## src/mgb_pkg.sv

```systemverilog
// shared types and constants for the masked gaussian blur core
package mgb_pkg;

	localparam int DIM_BITS    = 11;
	localparam int RAD_BITS    = 2;
	localparam int WEIGHT_BITS = 16;
	localparam int ROW_BITS    = 11;
	localparam int CFG_IDX_BITS = 3;
	localparam int CFG_DATA_BITS = 16;

	// register indexes of the configuration port
	localparam logic [CFG_IDX_BITS-1:0] REG_WIDTH  = 3'd0;
	localparam logic [CFG_IDX_BITS-1:0] REG_HEIGHT = 3'd1;
	localparam logic [CFG_IDX_BITS-1:0] REG_RADIUS = 3'd2;
	localparam logic [CFG_IDX_BITS-1:0] REG_W0     = 3'd3;
	localparam logic [CFG_IDX_BITS-1:0] REG_W1     = 3'd4;
	localparam logic [CFG_IDX_BITS-1:0] REG_W2     = 3'd5;
	localparam logic [CFG_IDX_BITS-1:0] REG_W3     = 3'd6;

	// input kinds
	localparam logic FUNC_PIXEL = 1'b0;
	localparam logic FUNC_FLUSH = 1'b1;

	// drain counter value at which the last tap is accumulated and the drain ends
	localparam logic [1:0] DRAIN_LAST = 2'd2;

	typedef enum logic [2:0] {
		ST_IDLE,
		ST_CHECK,
		ST_TAPS,
		ST_DRAIN,
		ST_PREP,
		ST_DIV,
		ST_RESULT
	} state_t;

	typedef struct packed {
		logic take;
		logic tap_start;
		logic tap_run;
		logic div_start;
		logic div_run;
		logic load_res;
	} cmd_t;

	typedef struct packed {
		logic ready;
		logic err;
		logic pass;
		logic taps_last;
		logic div_last;
	} sts_t;

endpackage

```

## src/mgb_ctrl.sv

```systemverilog
// sequencing state machine of the masked gaussian blur core
module mgb_ctrl import mgb_pkg::*; (
	input  logic   clk,
	input  logic   arst_n,
	input  logic   in_valid,
	input  logic   out_free,
	input  sts_t   sts,
	output logic   in_ready,
	output cmd_t   cmd
);

	state_t     state_q, state_n;
	logic [1:0] cnt_q;

	// state register and drain counter
	always_ff @(posedge clk or negedge arst_n) begin
		if (!arst_n) begin
			state_q <= ST_IDLE;
			cnt_q   <= '0;
		end else begin
			state_q <= state_n;
			if (state_q == ST_DRAIN) begin
				cnt_q <= cnt_q + 2'd1;
			end else begin
				cnt_q <= '0;
			end
		end
	end

	// next state and commands
	always_comb begin
		state_n  = state_q;
		cmd      = '0;
		in_ready = 1'b0;
		unique case (state_q)
			ST_IDLE: begin
				in_ready = 1'b1;
				if (in_valid) begin
					cmd.take = 1'b1;
					state_n  = ST_CHECK;
				end
			end
			ST_CHECK: begin
				if (!sts.ready) begin
					state_n = ST_IDLE;
				end else if (sts.err) begin
					state_n = ST_RESULT;
				end else begin
					cmd.tap_start = 1'b1;
					state_n       = ST_TAPS;
				end
			end
			ST_TAPS: begin
				cmd.tap_run = 1'b1;
				if (sts.taps_last) begin
					state_n = ST_DRAIN;
				end
			end
			ST_DRAIN: begin
				if (cnt_q == DRAIN_LAST) begin
					state_n = ST_PREP;
				end
			end
			ST_PREP: begin
				if (sts.pass) begin
					state_n = ST_RESULT;
				end else begin
					cmd.div_start = 1'b1;
					state_n       = ST_DIV;
				end
			end
			ST_DIV: begin
				cmd.div_run = 1'b1;
				if (sts.div_last) begin
					state_n = ST_RESULT;
				end
			end
			ST_RESULT: begin
				if (out_free) begin
					cmd.load_res = 1'b1;
					state_n      = ST_IDLE;
				end
			end
			default: begin
				state_n = ST_IDLE;
			end
		endcase
	end

endmodule

```

## config.mk

```make
export PLATFORM = sky130hd
export DESIGN_NAME = mgb_ctrl
export DESIGN_NICKNAME = d
export VERILOG_FILES = /design/src/mgb_pkg.sv /design/src/mgb_ctrl.sv
export SDC_FILE = /design/constraint.sdc
export NUM_CORES = 1
export LEC_CHECK = 0
export BUFFER_PORTS_ARGS = -buffer_cell sky130_fd_sc_hd__buf_4
export CAP_MARGIN = 40
export CELL_PAD_IN_SITES_DETAIL_PLACEMENT = 1
export CELL_PAD_IN_SITES_GLOBAL_PLACEMENT = 1
export CORE_MARGIN = 1
export CORE_UTILIZATION = 27
export DETAILED_ROUTE_END_ITERATION = 10
export GPL_TIMING_DRIVEN = 0
export PLACE_DENSITY = 0.64
export SETUP_SLACK_MARGIN = 0.2
export SLEW_MARGIN = 10
export SYNTH_ARGS = -nofsm -noshare
export SYNTH_HDL_FRONTEND = slang
export SYNTH_SLANG_ARGS = --single-unit
```

## constraint.sdc

```tcl
create_clock -name clk -period 1.3 [get_ports clk]
set_input_delay 0.26 -clock clk [delete_from_list [all_inputs] [get_ports clk]]
set_output_delay 0.26 -clock clk [all_outputs]
set_load 0.1 [all_outputs]
```

==> results of run 1 <==
-- through the flow --
stage,utilization,hold WS [ps]
after floorplan,-,-35.59
after global placement,0.4778,61.30
after detailed placement,0.4778,63.14
after CTS,0.6709,368.2
after global routing,0.7078,385.8
final,0.7078,365.6
-- worst max-delay path, stage by stage (launching register included) --
cell and delay, ps:
dfrtp_2 460, buf_6 160, nor3_4 120, and2_4 180, buf_12 160
-- worst paths after layout --
path                            start    endpoint  slack, ps
min                            arst_n  state_q[0]        370
max                        state_q[0]      cmd[5]       -300
min in group clk             out_free  state_q[2]        430
max in group asynchronous      arst_n  state_q[2]        790
min reg2reg                  cnt_q[0]    cnt_q[0]        430
max reg2reg                state_q[1]  state_q[1]       -230
-- per-layer routing --
layer	vias up	routed length [um]	share of wire	GRT usage
met1	226	668	0.43	0.3237
met4	0	12	0.0077	0.1034
met2	14	813	0.52	0.4542
li1	221	-	-	-
met5	-	0	0	0
met3	2	66	0.042	0.1040
-- cell families (layout without fill, tap and decap cells) --
logic type               count (synthesis)  count (layout)  share of synthesized area
AND/OR/NAND/NOR                         20              20                     0.3265
AO/OA/AOI/OAI                           11              11                     0.2143
flip-flops                               5               5                     0.3401
buffers and inverters                    5              38                    0.08503
adder cells (fa/ha/maj)                  1               1                    0.03401
-- sequential cells by signal, indices dropped and copies added (netlist names) --
| name | cells |
|---|---|
| state_q | 3 |
| cnt_q | 2 |
-- where the power goes --
part | total, mW | internal (mW) | switching (mW) | leakage, nW
logic | 2.07 | 0.923 | 1.15 | 0.286
registers | 0.304 | 0.230 | 0.0737 | 0.0613
clock network | 0.190 | 0.117 | 0.0730 | 0.0150
total | 2.56 | 1.27 | 1.29 | 0.362
-- layout make-up --
class                           instances  area (um2)
Fill cell                             116       346.6
Timing Repair Buffer                   29       310.3
Multi-Input combinational cell         32       307.8
Sequential cell                         5       127.6
Buffer                                  3       37.54
Clock buffer                            4       26.28
Tap cell                               14       17.52
Inverter                                2       12.51
-- repair_timing --
item                       in CTS  in global routing
hold buffers                    1                  0
pin swaps                       8                  7
hold endpoints to repair        5                  0
gates resized for setup        26                  8
setup endpoints to repair      10                 12
buffers inserted               12                  1
-- cells in the final DEF, fill, tap and decap left out, drive strengths merged, types with 2 or more instances in the layout --
cell type | netlist | layout
nor3b | 2 | 2
nor2 | 5 | 5
inv | 2 | 2
nand2 | 4 | 4
nor3 | 4 | 4
o21ai | 4 | 4
dfrtp | 5 | 5
buf | 3 | 31
clkbuf | 0 | 4
==> impl_metrics.ini, run 1 <==
[power_and_ir_drop]
power_leakage_nw = 0.3625
finalPower_mw = 2.562
p_per_area_nw_per_um2 = 3052
ir_drop_mv = 1.791

[detailed_routing]
drtIter0Drc = 6
drtAntennaViolNets = 0
viasPerCell = 5.202
vias = 463
wl_um = 1561
wl_per_cell_um = 17.54
drc = 0
dr.pass1.iters = 3

[placement]
gp_congestion = 0.6767
post-place-ws_ps = -194.9
numPortBuffers = 15
place_inst = 71
placed_cell_area_um2 = 566.8
hpwlAfterDp_um = 762.1

[timing]
tns_ps = -2175
finalWorstSetupSlack_ps = -299.0
fin_crit_ps = 1599
hold_violations = 0
max_freq_ghz = 0.6254
max_slew.worst_pin.slew_ps = 263.1
period_share = 1.230
max-slew-margin-rel = 0.8238
slew_viol_final = 0
setup_viol = 9
rsz0062_at_grt = true
skew_ps = 13.87

[global_route]
grt_overflow_total = 0
grt_max_degree = 8
grt_pass1_vias = 502
grt_pass1_wl_um = 2539
antenna_found_initial = 0
grt_usage = 0.2769

[finish]
nets = 86
diodes = 0
final_area_um2 = 839.6
drive_gt1_frac = 0.7200
final_cells = 89
syn_to_final_growth_pct = 128.2

[status]
outcome = finished, violations left
failed_checks = setup timing

[floorplanning]
dieArea_um2 = 1514
rows = 12
core-area_um2 = 1186
die_h_um = 38.91
die_w_um = 38.91
io_pins = 16
start_util = 0.3101

[synth]
synth_area_um2 = 367.9
seq_area_frac_synth = 0.3401
synth-async-reset-ratio = 1.000
synth_top_area_cell = dfrtp_1
ys_ff_latch = 5
avgSynthCellArea_um2 = 8.758
synth.distinct_cells = 25
synthCells = 42
synth_warnings = 0
syn-num-nets = 52
synth_area_leaders = dfrtp_1, nor4b_4, nor3_1
synth_flop_cell = dfrtp_1
synth_edf_count = 0
yosys-top-cells-count = dfrtp_1, nor2_1, nand2_1, nor3_1
synthDominantCellAreaShare = 0.3401

[clocking]
cts_tree = built
root_buffer = clkbuf_4
cts-buffers-inserted = 3
clock_latency_ps = 250
cts.path.max_buffers = 2
cts.clk_slew.worst_paths_ps = 50
cts_num_sinks = 5
ctsHtreeMaxLevel = 1

[critical_path]
critPathKind = flip-flop to primary output
reg2regPathDepth = 6
startpoint_type = flip-flop
critical_path_arrival_ps = 1340
path_max_fanout = 5
critPathCaptureType = primary output
worstPathRequired_ps = 1040

[run]
maxCapViolations = 0

[worst_hold_path]
hold_class = input pin to asynchronous set/reset pin
Note: power is estimated with default switching activity, not from simulation.
==> run 2, diff against run 1 <==
Settings changed: ABC_AREA from default to 1, CTS_CLUSTER_SIZE from default to 10, PLACE_DENSITY 0.64 to 0.66.
==> impl_metrics.ini, run 2 <==
[timing]
fin_crit_ps = 1692
finalWorstSetupSlack_ps = -392.2
max_slew.worst_pin.slew_ps = 217.6
max_freq_ghz = 0.5909
slew_viol_final = 0
fin_hold_ws_ps = 364.7
max-slew-margin-rel = 0.8534
rsz0062_at_grt = true
period_share = 1.302
skew_ps = 3.690
hold_violations = 0
setup_viol = 10

[power_and_ir_drop]
ir_drop_mv = 1.863
internal_power_mw = 1.197
comb_power_share = 0.825
finalPower_mw = 2.570
power_leakage_nw = 0.4602
p_sw_frac = 0.5343
pwr-share-clk = 0.072
seqPwrFrac = 0.103
netSwitchingPower_mw = 1.373
p_per_area_nw_per_um2 = 2746

[critical_path]
path_buf_inv = 3
cp_slowest_cell = dfrtp_1
path_max_fanout = 8
worstPathRequired_ps = 1040
path_cells = buf_8 -> nor2_4 -> nand3b_1 -> clkinvlp_4 -> buf_12
critical_path_arrival_ps = 1430
startpoint_type = flip-flop
critPathCaptureType = primary output
cp.depth = 5
critPathKind = flip-flop to primary output
path_delay_family = buffers and inverters
cpPeakStageDelay_ps = 380
ff2ff_setup_slack_ps = -110
reg2regPathDepth = 11

[finish]
top_register = state_q
nets = 111
most-common-layout-cells = buf_4, nor2_4, nand2_1, inv_1
largest_reg_flops = 3
syn_to_final_growth_pct = 126.0
final_area_um2 = 935.9
final_common_cell = buf_4
diodes = 0
top_regs = state_q x3, cnt_q x2
drive_gt1_frac = 0.6500

[floorplanning]
dieArea_um2 = 1695
core-area_um2 = 1366
io_pins = 16
die_w_um = 41.17
start_util = 0.3031
die_h_um = 41.17
rows = 13

[status]
outcome = finished, violations left
failed_checks = setup timing

[global_route]
antenna_found_initial = 0
grt_pass1_wl_um = 2532
grt_pass1_vias = 551
grt_overflow_total = 0
grt_usage = 0.2439
grt_max_degree = 9

[synth]
synth_flop_cell = dfrtp_1
synth-async-reset-ratio = 1.000
seq_area_frac_synth = 0.3021
synth_edf_count = 0
synth_top_area_cell = dfrtp_1
synthDominantCellAreaShare = 0.3021
synthCells = 63
synth.distinct_cells = 16
syn-num-nets = 73
synth_area_leaders = dfrtp_1, nand2_1, inv_1
synth_warnings = 0
ys_ff_latch = 5
yosys-top-cells-count = nand2_1, inv_1, nor2_1
synth_area_um2 = 414.1
avgSynthCellArea_um2 = 6.574
yosysMostFrequentCell = nand2_1

[placement]
numPortBuffers = 15
placed_cell_area_um2 = 598.1
gp_congestion = 0.6615
post-place-ws_ps = -184.4
hpwlAfterDp_um = 879.3

[worst_hold_path]
hold_class = input pin to flip-flop
min_path_cells = 4

[clocking]
cts_tree = built
cts.path.max_buffers = 2
clock_latency_ps = 240
cts-buffers-inserted = 3
cts.clk_slew.worst_paths_ps = 50
ctsHtreeMaxLevel = 1
cts_num_sinks = 5
root_buffer = clkbuf_4

[detailed_routing]
dr.pass1.iters = 4
drc = 0
drtIter0Drc = 6
wl_per_cell_um = 15.87
viasPerCell = 4.748
vias = 546
wl_um = 1825
drtAntennaViolNets = 0

[run]
maxCapViolations = 0
[run 2: cells by family (layout without fill, tap and decap cells)]
group                      count (synthesis)  after routing  synth area share
adders and majority gates                  1              1           0.03021
DFF                                        5              5            0.3021
buffers and inverters                     17             54            0.1903
AOI/OAI and AO/OA                          1              1           0.01207
and+or+nand+nor                           39             39            0.4653
[run 2: worst register-to-register path: stages, from the launching register on]
cell,delay (ps)
dfrtp_1,390
buf_6,150
nand2_4,70
nor2_4,40
buf_6,110
buf_6,100
buf_6,100
buf_6,100
nand3_4,50
nand2_2,50
nand3_2,70
nand2_1,60
[run 2: power groups by stage]
stage | Clock (mW) | Sequential [mW] | Combinational [mW]
after floorplan | 0 | 0.242 | 1.07
after global routing | 0.202 | 0.268 | 2.23
final | 0.186 | 0.264 | 2.12
after global placement | 0 | 0.248 | 1.29
after CTS | 0.185 | 0.259 | 1.91
after detailed placement | 0 | 0.251 | 1.30
[run 2: per-layer routing]
layer | share of wire | track usage | vias to the layer above | wire [um]
met5 | 0 | 0 | - | 0
met4 | 0.012 | 0 | 0 | 21
met1 | 0.42 | 0.2677 | 268 | 759
li1 | - | - | 263 | -
met2 | 0.55 | 0.4766 | 13 | 996
met3 | 0.026 | 0.07609 | 2 | 48
[run 2: worst paths after layout]
| kind | from | endpoint |
|---|---|---|
| max | state_q[1] | cmd[2] |
| min | sts[0] | state_q[2] |
| max reg2reg | state_q[0] | state_q[2] |
| min reg2reg | cnt_q[0] | cnt_q[0] |
| max in group asynchronous | arst_n | state_q[2] |
| min in group asynchronous | arst_n | state_q[1] |
[run 2: per-stage QoR]
| step | cells | TNS [ps] | utilization |
|---|---|---|---|
| 2_1_floorplan | 63 | -1571 | - |
| 3_3_place_gp | 93 | -896.5 | 0.4377 |
| 3_5_place_dp | 93 | -953.1 | 0.4377 |
| 4_1_cts | 112 | -1950 | 0.6355 |
| 5_1_grt | 115 | -2887 | 0.6850 |
| 6_report | 115 | -2306 | 0.6850 |
[run 2: final cells by class]
| cell class | instances | area [um2] |
|---|---|---|
| Buffer | 2 | 26.28 |
| Clock buffer | 4 | 26.28 |
| Fill cell | 154 | 430.4 |
| Inverter | 15 | 72.57 |
| Multi-Input combinational cell | 41 | 321.6 |
| Sequential cell | 5 | 126.4 |
| Tap cell | 15 | 18.77 |
| Timing Repair Buffer | 33 | 344.1 |
[run 2: what timing repair did]
item / in CTS / in global routing
resized for setup: 34 / 10
pin swaps: 8 / 6
endpoints found under the setup margin: 10 / 12
hold endpoints to repair: 5 / 0
hold buffers: 1 / 0
setup buffers: 14 / 3
